<file path="src/rtl/csvq_pkg.sv">
// csvq_pkg: shared constants, types and control structs for the csv field quoter
// used by csvq_ctrl, csvq_dp, csv_row_field_quoter and csvq_checker; depends on nothing
`default_nettype none

package csvq_pkg;

	// field buffer size
	localparam int MAX_FIELD_LEN = 30;
	localparam int CNT_W         = $clog2(MAX_FIELD_LEN + 1);
	localparam int ADDR_W        = (MAX_FIELD_LEN > 1) ? $clog2(MAX_FIELD_LEN) : 1;
	localparam int BYTE_W        = 8;

	// special characters
	localparam logic [BYTE_W-1:0] CH_LF     = 8'd10;
	localparam logic [BYTE_W-1:0] CH_CR     = 8'd13;
	localparam logic [BYTE_W-1:0] CH_QUOTE  = 8'd34;
	localparam logic [BYTE_W-1:0] SEP_RESET = 8'd44;

	// controller states
	typedef enum logic [2:0] {
		ST_IDLE,
		ST_OPENQ,
		ST_READ,
		ST_BYTE,
		ST_DUPQ,
		ST_CLOSEQ,
		ST_TERM
	} state_t;

	// source of the next output beat
	typedef enum logic [1:0] {
		SEL_QUOTE,
		SEL_DATA,
		SEL_TERM
	} out_sel_t;

	// controller to datapath
	typedef struct packed {
		logic     accept;
		logic     cfg_we;
		logic     clr_field;
		logic     idx_clr;
		logic     idx_inc;
		logic     rd_en;
		logic     out_load;
		out_sel_t out_sel;
	} cmd_t;

	// datapath to controller
	typedef struct packed {
		logic needs_q;
		logic cnt_zero;
		logic idx_last;
		logic rd_is_quote;
		logic out_free;
	} status_t;

endpackage

`default_nettype wire

</file>
<file path="src/rtl/csvq_ram.sv">
// csvq_ram: generic single-write, single-read ram with registered read data
// no package dependencies
`default_nettype none

module csvq_ram #(
	parameter int WIDTH = 8,
	parameter int DEPTH = 32
) (
	input  wire logic                                          clk,
	input  wire logic                                          we,
	input  wire logic [((DEPTH > 1) ? $clog2(DEPTH) : 1)-1:0] waddr,
	input  wire logic [WIDTH-1:0]                              wdata,
	input  wire logic                                          re,
	input  wire logic [((DEPTH > 1) ? $clog2(DEPTH) : 1)-1:0] raddr,
	output logic      [WIDTH-1:0]                              rdata
);

	logic [WIDTH-1:0] mem_q [DEPTH];
	logic [WIDTH-1:0] rdata_q;

	// write port
	always_ff @(posedge clk) begin
		if (we) begin
			mem_q[waddr] <= wdata;
		end
	end

	// registered read port
	always_ff @(posedge clk) begin
		if (re) begin
			rdata_q <= mem_q[raddr];
		end
	end

	assign rdata = rdata_q;

endmodule

`default_nettype wire

</file>
<file path="src/rtl/csvq_ctrl.sv">
// csvq_ctrl: state machine that accepts field bytes and sequences the output burst
// depends on csvq_pkg for state, command and status types
`default_nettype none

module csvq_ctrl
	import csvq_pkg::*;
(
	input  wire logic    clk,
	input  wire logic    arst_n,
	input  wire logic    in_valid,
	input  wire logic    end_of_field,
	input  wire logic    cfg_valid,
	input  wire status_t status,
	output logic         in_stall,
	output logic         cfg_ready,
	output cmd_t         cmd
);

	state_t state_q;
	state_t state_d;
	logic   idle;
	logic   in_acc;

	assign idle   = (state_q == ST_IDLE);
	assign in_acc = in_valid && idle;

	// state register
	always_ff @(posedge clk or negedge arst_n) begin
		if (!arst_n) begin
			state_q <= ST_IDLE;
		end else begin
			state_q <= state_d;
		end
	end

	// next state
	always_comb begin
		state_d = state_q;
		case (state_q)
			ST_IDLE: begin
				if (in_acc && end_of_field) begin
					state_d = ST_OPENQ;
				end
			end
			ST_OPENQ: begin
				if (!status.needs_q || status.out_free) begin
					state_d = status.cnt_zero ? ST_CLOSEQ : ST_READ;
				end
			end
			ST_READ: begin
				state_d = ST_BYTE;
			end
			ST_BYTE: begin
				if (status.out_free) begin
					if (status.needs_q && status.rd_is_quote) begin
						state_d = ST_DUPQ;
					end else begin
						state_d = status.idx_last ? ST_CLOSEQ : ST_READ;
					end
				end
			end
			ST_DUPQ: begin
				if (status.out_free) begin
					state_d = status.idx_last ? ST_CLOSEQ : ST_READ;
				end
			end
			ST_CLOSEQ: begin
				if (!status.needs_q || status.out_free) begin
					state_d = ST_TERM;
				end
			end
			ST_TERM: begin
				if (status.out_free) begin
					state_d = ST_IDLE;
				end
			end
			default: begin
				state_d = ST_IDLE;
			end
		endcase
	end

	// command outputs
	always_comb begin
		cmd           = '0;
		cmd.out_sel   = SEL_QUOTE;
		cmd.accept    = in_acc;
		cmd.cfg_we    = cfg_valid && idle;
		in_stall      = !idle;
		cfg_ready     = idle;
		case (state_q)
			ST_IDLE: begin
				cmd.idx_clr = 1'b1;
			end
			ST_OPENQ: begin
				cmd.out_load = status.needs_q && status.out_free;
			end
			ST_READ: begin
				cmd.rd_en = 1'b1;
			end
			ST_BYTE: begin
				cmd.out_sel  = SEL_DATA;
				cmd.out_load = status.out_free;
				cmd.idx_inc  = status.out_free && !(status.needs_q && status.rd_is_quote);
			end
			ST_DUPQ: begin
				cmd.out_load = status.out_free;
				cmd.idx_inc  = status.out_free;
			end
			ST_CLOSEQ: begin
				cmd.out_load = status.needs_q && status.out_free;
			end
			ST_TERM: begin
				cmd.out_sel   = SEL_TERM;
				cmd.out_load  = status.out_free;
				cmd.clr_field = status.out_free;
			end
			default: begin
				cmd.idx_clr = 1'b1;
			end
		endcase
	end

endmodule

`default_nettype wire

</file>
<file path="src/rtl/csvq_dp.sv">
// csvq_dp: field buffer, quoting flags, separator register and output register
// depends on csvq_pkg and csvq_ram
`default_nettype none

module csvq_dp
	import csvq_pkg::*;
(
	input  wire logic              clk,
	input  wire logic              arst_n,
	input  wire cmd_t              cmd,
	input  wire logic [BYTE_W-1:0] data_byte,
	input  wire logic              byte_valid,
	input  wire logic              end_of_row,
	input  wire logic [BYTE_W-1:0] cfg_data,
	input  wire logic              out_stall,
	output status_t                status,
	output logic                   out_valid,
	output logic      [BYTE_W-1:0] out_byte,
	output logic                   last,
	output logic                   overflow
);

	logic [CNT_W-1:0]  count_q;
	logic [ADDR_W-1:0] idx_q;
	logic              needs_q_q;
	logic              ovf_q;
	logic              eor_q;
	logic [BYTE_W-1:0] sep_q;
	logic              out_valid_q;
	logic [BYTE_W-1:0] out_byte_q;
	logic              last_q;
	logic              ovf_out_q;

	logic              full;
	logic              special;
	logic              store_we;
	logic [BYTE_W-1:0] rdata;
	logic [BYTE_W-1:0] next_byte;

	assign full     = (count_q == CNT_W'(MAX_FIELD_LEN));
	assign store_we = cmd.accept && byte_valid && !full;

	// bytes that force the field into quotes
	always_comb begin
		special = (data_byte == sep_q);
		if (data_byte inside {CH_LF, CH_CR, CH_QUOTE}) begin
			special = 1'b1;
		end
	end

	// field buffer
	csvq_ram #(
		.WIDTH (BYTE_W),
		.DEPTH (MAX_FIELD_LEN)
	) u_store (
		.clk   (clk),
		.we    (store_we),
		.waddr (count_q[ADDR_W-1:0]),
		.wdata (data_byte),
		.re    (cmd.rd_en),
		.raddr (idx_q),
		.rdata (rdata)
	);

	// fill count and field flags
	always_ff @(posedge clk or negedge arst_n) begin
		if (!arst_n) begin
			count_q   <= '0;
			needs_q_q <= 1'b0;
			ovf_q     <= 1'b0;
			eor_q     <= 1'b0;
		end else begin
			if (cmd.clr_field) begin
				count_q   <= '0;
				needs_q_q <= 1'b0;
				ovf_q     <= 1'b0;
			end else if (cmd.accept && byte_valid) begin
				if (!full) begin
					count_q <= count_q + CNT_W'(1);
					if (special) begin
						needs_q_q <= 1'b1;
					end
				end else begin
					ovf_q <= 1'b1;
				end
			end
			if (cmd.accept) begin
				eor_q <= end_of_row;
			end
		end
	end

	// read index for the burst
	always_ff @(posedge clk or negedge arst_n) begin
		if (!arst_n) begin
			idx_q <= '0;
		end else if (cmd.idx_clr) begin
			idx_q <= '0;
		end else if (cmd.idx_inc) begin
			idx_q <= idx_q + ADDR_W'(1);
		end
	end

	// separator register
	always_ff @(posedge clk or negedge arst_n) begin
		if (!arst_n) begin
			sep_q <= SEP_RESET;
		end else if (cmd.cfg_we) begin
			sep_q <= cfg_data;
		end
	end

	// output beat source
	always_comb begin
		case (cmd.out_sel)
			SEL_QUOTE: next_byte = CH_QUOTE;
			SEL_DATA:  next_byte = rdata;
			SEL_TERM:  next_byte = eor_q ? CH_LF : sep_q;
			default:   next_byte = CH_QUOTE;
		endcase
	end

	// output register
	always_ff @(posedge clk or negedge arst_n) begin
		if (!arst_n) begin
			out_valid_q <= 1'b0;
		end else if (cmd.out_load) begin
			out_valid_q <= 1'b1;
		end else if (!out_stall) begin
			out_valid_q <= 1'b0;
		end
	end

	always_ff @(posedge clk) begin
		if (cmd.out_load) begin
			out_byte_q <= next_byte;
			last_q     <= (cmd.out_sel == SEL_TERM);
			ovf_out_q  <= ovf_q;
		end
	end

	// status to the controller
	assign status.needs_q     = needs_q_q;
	assign status.cnt_zero    = (count_q == '0);
	assign status.idx_last    = ((CNT_W'(idx_q) + CNT_W'(1)) == count_q);
	assign status.rd_is_quote = (rdata == CH_QUOTE);
	assign status.out_free    = !out_valid_q || !out_stall;

	assign out_valid = out_valid_q;
	assign out_byte  = out_byte_q;
	assign last      = last_q;
	assign overflow  = ovf_out_q;

endmodule

`default_nettype wire

</file>
<file path="src/rtl/csv_row_field_quoter.sv">
// csv_row_field_quoter: top level of the csv field quoter
// depends on csvq_pkg, csvq_ctrl and csvq_dp
`default_nettype none

// Quotes one CSV field at a time. Each input beat carries at most one byte of
// the current field; bytes are held in a 30-entry buffer (later bytes are
// dropped and flag overflow on the whole burst). A beat with end_of_field
// starts the output burst, during which in_stall stays high. The burst is
// driven from one ram read port: every stored byte is read, then loaded into
// the output register, and a quote in the field is doubled. A field that
// holds the separator, CR, LF or a quote gets an opening and a closing quote.
// The burst ends with the separator, or LF when end_of_row is set, marked by
// last. The separator register resets to a comma and is written only while
// idle.

module csv_row_field_quoter
	import csvq_pkg::*;
(
	input  wire logic              clk,
	input  wire logic              arst_n,
	input  wire logic              in_valid,
	output logic                   in_stall,
	input  wire logic [BYTE_W-1:0] data_byte,
	input  wire logic              byte_valid,
	input  wire logic              end_of_field,
	input  wire logic              end_of_row,
	output logic                   out_valid,
	input  wire logic              out_stall,
	output logic      [BYTE_W-1:0] out_byte,
	output logic                   last,
	output logic                   overflow,
	input  wire logic              cfg_valid,
	output logic                   cfg_ready,
	input  wire logic [BYTE_W-1:0] cfg_data
);

	cmd_t    cmd;
	status_t status;

	// sequencing
	csvq_ctrl u_ctrl (
		.clk          (clk),
		.arst_n       (arst_n),
		.in_valid     (in_valid),
		.end_of_field (end_of_field),
		.cfg_valid    (cfg_valid),
		.status       (status),
		.in_stall     (in_stall),
		.cfg_ready    (cfg_ready),
		.cmd          (cmd)
	);

	// buffer and output path
	csvq_dp u_dp (
		.clk        (clk),
		.arst_n     (arst_n),
		.cmd        (cmd),
		.data_byte  (data_byte),
		.byte_valid (byte_valid),
		.end_of_row (end_of_row),
		.cfg_data   (cfg_data),
		.out_stall  (out_stall),
		.status     (status),
		.out_valid  (out_valid),
		.out_byte   (out_byte),
		.last       (last),
		.overflow   (overflow)
	);

endmodule

`default_nettype wire

</file>
<file path="config.mk">
export PLATFORM = sky130hd
export DESIGN_NAME = csv_row_field_quoter
export DESIGN_NICKNAME = d
export VERILOG_FILES = /design/src/rtl/csvq_pkg.sv /design/src/rtl/csvq_ram.sv /design/src/rtl/csvq_ctrl.sv /design/src/rtl/csvq_dp.sv /design/src/rtl/csv_row_field_quoter.sv
export SDC_FILE = /design/constraint.sdc
export NUM_CORES = 1
export LEC_CHECK = 0
export ABC_AREA = 1
export BUFFER_PORTS_ARGS = -buffer_cell sky130_fd_sc_hd__buf_2
export CELL_PAD_IN_SITES_DETAIL_PLACEMENT = 0
export CELL_PAD_IN_SITES_GLOBAL_PLACEMENT = 1
export CORE_MARGIN = 4
export CORE_UTILIZATION = 45
export DETAILED_ROUTE_END_ITERATION = 10
export PLACE_DENSITY_LB_ADDON = 0.3
export SLEW_MARGIN = 10
export SYNTH_ARGS = -nofsm -noshare
export SYNTH_HDL_FRONTEND = slang
export SYNTH_HIERARCHICAL = 1
export SYNTH_SLANG_ARGS = --single-unit
</file>
<file path="constraint.sdc">
create_clock -name clk -period 2.14 [get_ports clk]
set_input_delay 0.321 -clock clk [delete_from_list [all_inputs] [get_ports clk]]
set_output_delay 0.321 -clock clk [all_outputs]
set_load 0.03 [all_outputs]
</file>
Word-level counts from Yosys, hierarchy flattened:

Memories as Yosys holds them, arrays and structs flattened. A register that Yosys moved wholly into a read port is not among the register bits.
Cells that the tools add are included.

* register bits: 35
* RAM bits: 240
* memories kept: 1

* add/subtract/negate cells: 2
* eq/ne operators: 24
* multiplexer cells: 34
* reduce and logical (&&, ||, !) cells: 29

Memories
* u_dp.u_store.mem_q: depth 30, bits a word 8, rd ports 1, clocked after memory_dff 1, write ports 1, line csvq_ram.sv:18 `logic [WIDTH-1:0] mem_q [DEPTH];`

Operator list (count)
* $mux 3: 9
* $mux 5: 5
* $pmux 3 s7: 1
* $eq 8x4->1 const B: 2
* $eq 8x6->1 const B: 2
* $pmux 8 s2: 1
* $mux 1: 14
* $ne 2x1->1 const B: 7
* $add 5x1->5 const B: 2
* $eq 3x3->1 const B: 3
* $eq 8x8->1: 1
* $logic_and 1x1->1: 8
* $mux 8: 1
* $eq 3x2->1 const B: 2
* $logic_not 1->1: 6
* $reduce_and 6->1: 1
* $reduce_bool 2->1: 3
* $reduce_or 6->1: 1
* $eq 5x5->1: 1
* $eq 5x5->1 const B: 1
* $logic_not 5->1: 1
* $ne 2x2->1 const B: 2
* $pmux 1 s2: 2
* $pmux 2 s2: 1
* other kinds (10): 12

Logic depth before layout (Yosys ltp):

* depth in word-level cells: 7
* depth in mapped cells: 14
* depth with buffers taken out: 14

Cells and area by module:

Netlist, hierarchy kept.

By module, submodules not included
* csvq_ram: instances 1, cells an instance 869, area each 10118.5 sq um, seq. area each 7447.1 sq um
* csvq_dp: instances 1, cells an instance 220, area each 1761.7 sq um, seq. area each 854.6 sq um
* csvq_ctrl: instances 1, cells an instance 76, area each 459.2 sq um, seq. area each 75.1 sq um

Worst setup path after synthesis:

Ideal clock, no wire load.

* path type: register to register
* from: reg u_ctrl.state_q[1]
* to: mem u_dp.u_store.mem_q[13][0], enable pin
* library setup time: 370 ps
* arrival time: 2122 ps
* required time: 1770 ps
* setup slack: -352 ps
* stages on the path, launching flop included: 12
* clock period less this slack: 2492 ps
* cell sequence: dfrtp_1 buf_6 nor2_4 nand2_1 nor2_1 buf_4 nand2_1 inv_1 nand2_2 inv_1 nand3_1 nor2_1

* cells in the longest elaborated chain, start to end: 6

RTL lines
* from (decl): line csvq_ctrl.sv:19 `state_t state_q;`
* from (signal assigned): line csvq_ctrl.sv:32 `state_q <= state_d;`
* $logic_not 3->1: line csvq_ctrl.sv:24 `assign idle = (state_q == ST_IDLE);`
* $logic_and 1x1->1: line csvq_ctrl.sv:25 `assign in_acc = in_valid && idle;`
* via u_ctrl.in_acc: line csvq_ctrl.sv:22 `logic in_acc;`
* $logic_and 1x1->1 (2 in a row): line csvq_dp.sv:41 `assign store_we = cmd.accept && byte_valid && !full;`
* via u_dp.store_we: line csvq_dp.sv:36 `logic store_we;`
* $mux 1: line csvq_ram.sv:23 `if (we) begin`
* $mux 1 (not written as such): line csvq_ram.sv:24 `mem_q[waddr] <= wdata;`
* to (decl): line csvq_ram.sv:18

The timed path passes the listed nets, and every way through them passes these cells.

==> run_results.csv <==
group,metric,value,unit
placed_design,pre_cts_ws,0.0435,ns
sta,maxSlewHeadroom,59.4,%
sta,final_setup_vio_count,0,
floorplanning,die-height,174,um
worst_setup_path,type_of_the_setup_path_with_the_least_slack,"flop to flop",
worst_setup_path,cp_data_arrival_time,2.40,ns
sta,timing.final.hold_violations,0,
worst_setup_path,slowest_library_cell_on_the_worst_path,"dfrtp_4",
floorplanning,core.rowCount,60,
drt,drt_first_iter_violations,885,
power_and_ir_drop,power.switching_fraction,35.0,%
power_and_ir_drop,p_sw,5.71,mW
drt,number_of_remaining_drc_errors,0,
yosys,synthesized_netlist_net_count,1195,
worst_setup_path,timing.critical_path.from_type,"flop",
cts,clock_path_buffers,3,
yosys,yosysUniqueCellTypes,37,
cells_and_area,drive_gt1_share,14.8,%
placed_design,io_buffers,36,
cts,worst_setup_hold_path_clk_slew,0.06,ns
power_and_ir_drop,totalPowerFinal,16.3,mW
floorplanning,initial_utilization,45.8,%
placed_design,place.gp.congestion,0.861,
yosys,synth_async_sr_flop_share,8.83,%
global_routing,overflow,0,
cts,cts_inserted_buffers,29,
worst_setup_path,critPathTopFamily,"simple AND/OR/NAND/NOR gates",
power_and_ir_drop,relative_contribution_of_sequential_cells_to_total_power,41.1,%
job,maxCapViolations,0,
sta,final-max-slew-violation-count,0,
cts,clock-root-buffer,"clkbuf_16",
worst_setup_path,cp_cell_sequence,"buf_4 > inv_4 > buf_12 > nand2_1 > nand3_1 > nand3_1 > nand2_1 > nand2_1 > nand2_1 > nand2_1 > nand2_1",
global_routing,antenna_found_initial,0,
sta,fin_worst_skew,0.0143,ns
floorplanning,design.core.area,0.0270,mm^2
yosys,synth_sequential_area_ratio,67.9,%
worst_setup_path,critical_path.max_stage_delay,0.51,ns
hold_path,timing.hold.worst.class,"input port to flop",
power_and_ir_drop,power_per_cell_area,1140,mW/mm^2
yosys,syn_inst,1165,
yosys,synth_edf_count,258,
drt,drt_pre_antenna_iters,5,
yosys,yosys_warnings,6,
yosys,syn_area,0.0123,mm^2
drt,route.antenna.remaining_nets,0,
cts,clkSinkCount,283,
sta,fin_ws,0.139,ns
cells_and_area,finalNetCount,1295,
power_and_ir_drop,p_comb_share,31.7,%
yosys,postSynthRegisterBits,283,
floorplanning,die_area,0.0301,mm^2
cells_and_area,postLayoutCoreUtil,52.9,%
placed_design,dp_hpwl,21500,um
power_and_ir_drop,internal_portion_of_total_power,10.6,mW
outcome,status,"completed",
drt,via_count_normalized_by_instance_count,5.27,
drt,drt_wl_total,32000,um
yosys,post_synth.cell_area_avg,10.6,um^2
power_and_ir_drop,ir_drop,747,uV
sta,unrepaired_setup_endpoints_after_global_routing,"no",
global_routing,grtUsageTotal,20.9,%
cts,cts_max_level,1,
floorplanning,die_w,174,um
drt,detail_route.wl_per_cell,19.7,um
global_routing,grt_start_max_net_pins,84,
worst_setup_path,path_max_fanout,29,
worst_setup_path,cp_data_required_time,2.54,ns
cts,tritoncts,"done",
sta,period_minus_ws_final,2.00,ns
global_routing,grt_pass1_vias,8331,
cts,clk-insertion-delay-late,0.53,ns
floorplanning,pin_count,37,
sta,finalHoldWorstSlack,0.0187,ns
drt,dr_total_vias,8562,
worst_setup_path,timing.critical_path.buf_inv,3,
sta,worst_pin_slew,0.608,ns
global_routing,grt_pass1_wl,49000,um
sta,fmax,0.500,GHz
worst_setup_path,crit_path_end_kind,"flop",
cells_and_area,antenna-diode-count,0,
yosys,synth_ff_type,"edfxtp_1",
sta,layout_worst_path_cycle_share,93.5,%
cells_and_area,areaGrowthSynthToFinish,15.6,%
power_and_ir_drop,total_leakage_power,5.59,nW
power_and_ir_drop,pwr-share-clk,27.2,%
worst_setup_path,path_common_cell,"nand2_1",
==> through the flow <==
stage	instances	cell area, um^2	TNS (ns)
2_1_floorplan	1165	12400	-52.26
3_3_place_gp	1566	13300	0
3_5_place_dp	1566	13300	0
4_1_cts	1622	14200	0
5_1_grt	1624	14300	0
6_report	1624	14300	0
==> worst paths after layout <==
path                                      startpoint                              end  slack [ns]  cells past startpoint
hold / removal                           cfg_data[2]        u_dp/sep_q[2]$_DFFE_PN1P_        0.02                      2
hold reg to reg               u_dp/ovf_q$_DFFE_PN0P_          u_dp/overflow$_DFFE_PP_        0.46                      0
setup / recovery           u_dp/idx_q[0]$_DFFE_PN0P_  u_dp/u_store/rdata[3]$_DFFE_PP_        0.14                     11
setup reg to reg           u_dp/idx_q[0]$_DFFE_PN0P_  u_dp/u_store/rdata[3]$_DFFE_PP_        0.14                     11
min in group asynchronous                     arst_n       u_dp/out_valid$_DFFE_PN0P_        0.33                      2
max in group asynchronous                     arst_n        u_dp/idx_q[0]$_DFFE_PN0P_        1.35                      2
==> final cells by class <==
cell class | instances | area, um^2
fillers | 2355 | 12700
flip-flops and latches | 283 | 8380
multi-input cells | 762 | 3430
repair buffers | 126 | 965
clock buffers | 37 | 756
well taps | 341 | 427
inverters | 63 | 244
clock inverters | 12 | 57.6
==> synthesized netlist by cell type, types with 3 or more instances <==
master | number | area (um^2)
nand2_1 | 407 | 1530
edfxtp_1 | 258 | 7750
nand3_1 | 208 | 1040
nor2_1 | 66 | 248
inv_1 | 59 | 221
buf_2 | 29 | 145
o21ai_0 | 23 | 115
dfrtp_1 | 22 | 551
a21oi_1 | 14 | 70.1
clkbuf_1 | 11 | 41.3
buf_4 | 9 | 67.6
buf_6 | 7 | 78.8
ha_1 | 6 | 75.1
nand4_1 | 4 | 25.0
xnor2_1 | 4 | 35.0
dfstp_2 | 3 | 78.8
inv_4 | 3 | 18.8
mux2_2 | 3 | 33.8
nand2_2 | 3 | 18.8
nand3_2 | 3 | 30.0
xor2_1 | 3 | 26.3
==> cells in the final DEF, fill, tap and decap left out, types with 3 or more instances in the layout <==
cell,count
xnor2_1,4
nand3_2,4
buf_4,75
a21oi_1,14
dfstp_2,3
nor2_2,3
edfxtp_1,258
clkinv_1,4
nand2_1,406
nand2_2,4
clkinv_2,7
dlygate4sd3_1,7
mux2_2,3
ha_1,5
nor2_4,4
nand4_1,4
buf_2,36
dfrtp_1,20
inv_1,58
buf_12,7
clkbuf_16,29
clkbuf_1,8
inv_4,3
nand3_1,207
nor2_1,63
o21ai_0,23
==> cells by family after synthesis <==
group / after synthesis / share of synthesized area [%]
AO/OA/AOI/OAI: 41 / 1.73
XOR/XNOR: 7 / 0.497
adder cells (fa/ha/maj): 6 / 0.608
buffers and inverters: 120 / 4.70
flip-flops: 283 / 67.9
multiplexers: 3 / 0.274
AND/OR/NAND/NOR: 705 / 24.3
==> power by group through the flow <==
stage / combinational, mW / sequential, mW / clock (mW)
final: 5.16 / 6.70 / 4.44
after global routing: 5.77 / 6.74 / 4.81
after CTS: 5.11 / 6.71 / 4.53
after detailed placement: 5.08 / 6.83 / 0
after global placement: 5.06 / 6.81 / 0
after floorplan: 3.00 / 6.93 / 0
==> state kept, by name (all words and copies together) (netlist names), 3 cells and up <==
| signal | cells |
|---|---|
| u_ctrl/state_q | 3 |
| u_dp/u_store/mem_q | 240 |
| u_dp/idx_q | 5 |
| u_dp/count_q | 5 |
| u_dp/out_byte | 8 |
| u_dp/u_store/rdata | 8 |
| u_dp/sep_q | 8 |
==> layer usage <==
metal / GRT usage [%] / vias up / wire [um]
met2: 34.3 / 270 / 15100
li1: - / 4147 / -
met5: 0 / - / 0
met3: 2.92 / 37 / 1810
met4: 5.31 / 0 / 741
met1: 29.8 / 4108 / 14400
==> what timing repair did <==
item | 4_1_cts | 5_1_grt
endpoints found under the setup margin | 0 | 235
resized for setup | 0 | 6
hold buffers | 7 | 0
endpoints found under the hold margin | 28 | 0
buffers inserted | 0 | 2
Power figures use the tool's default switching activity.
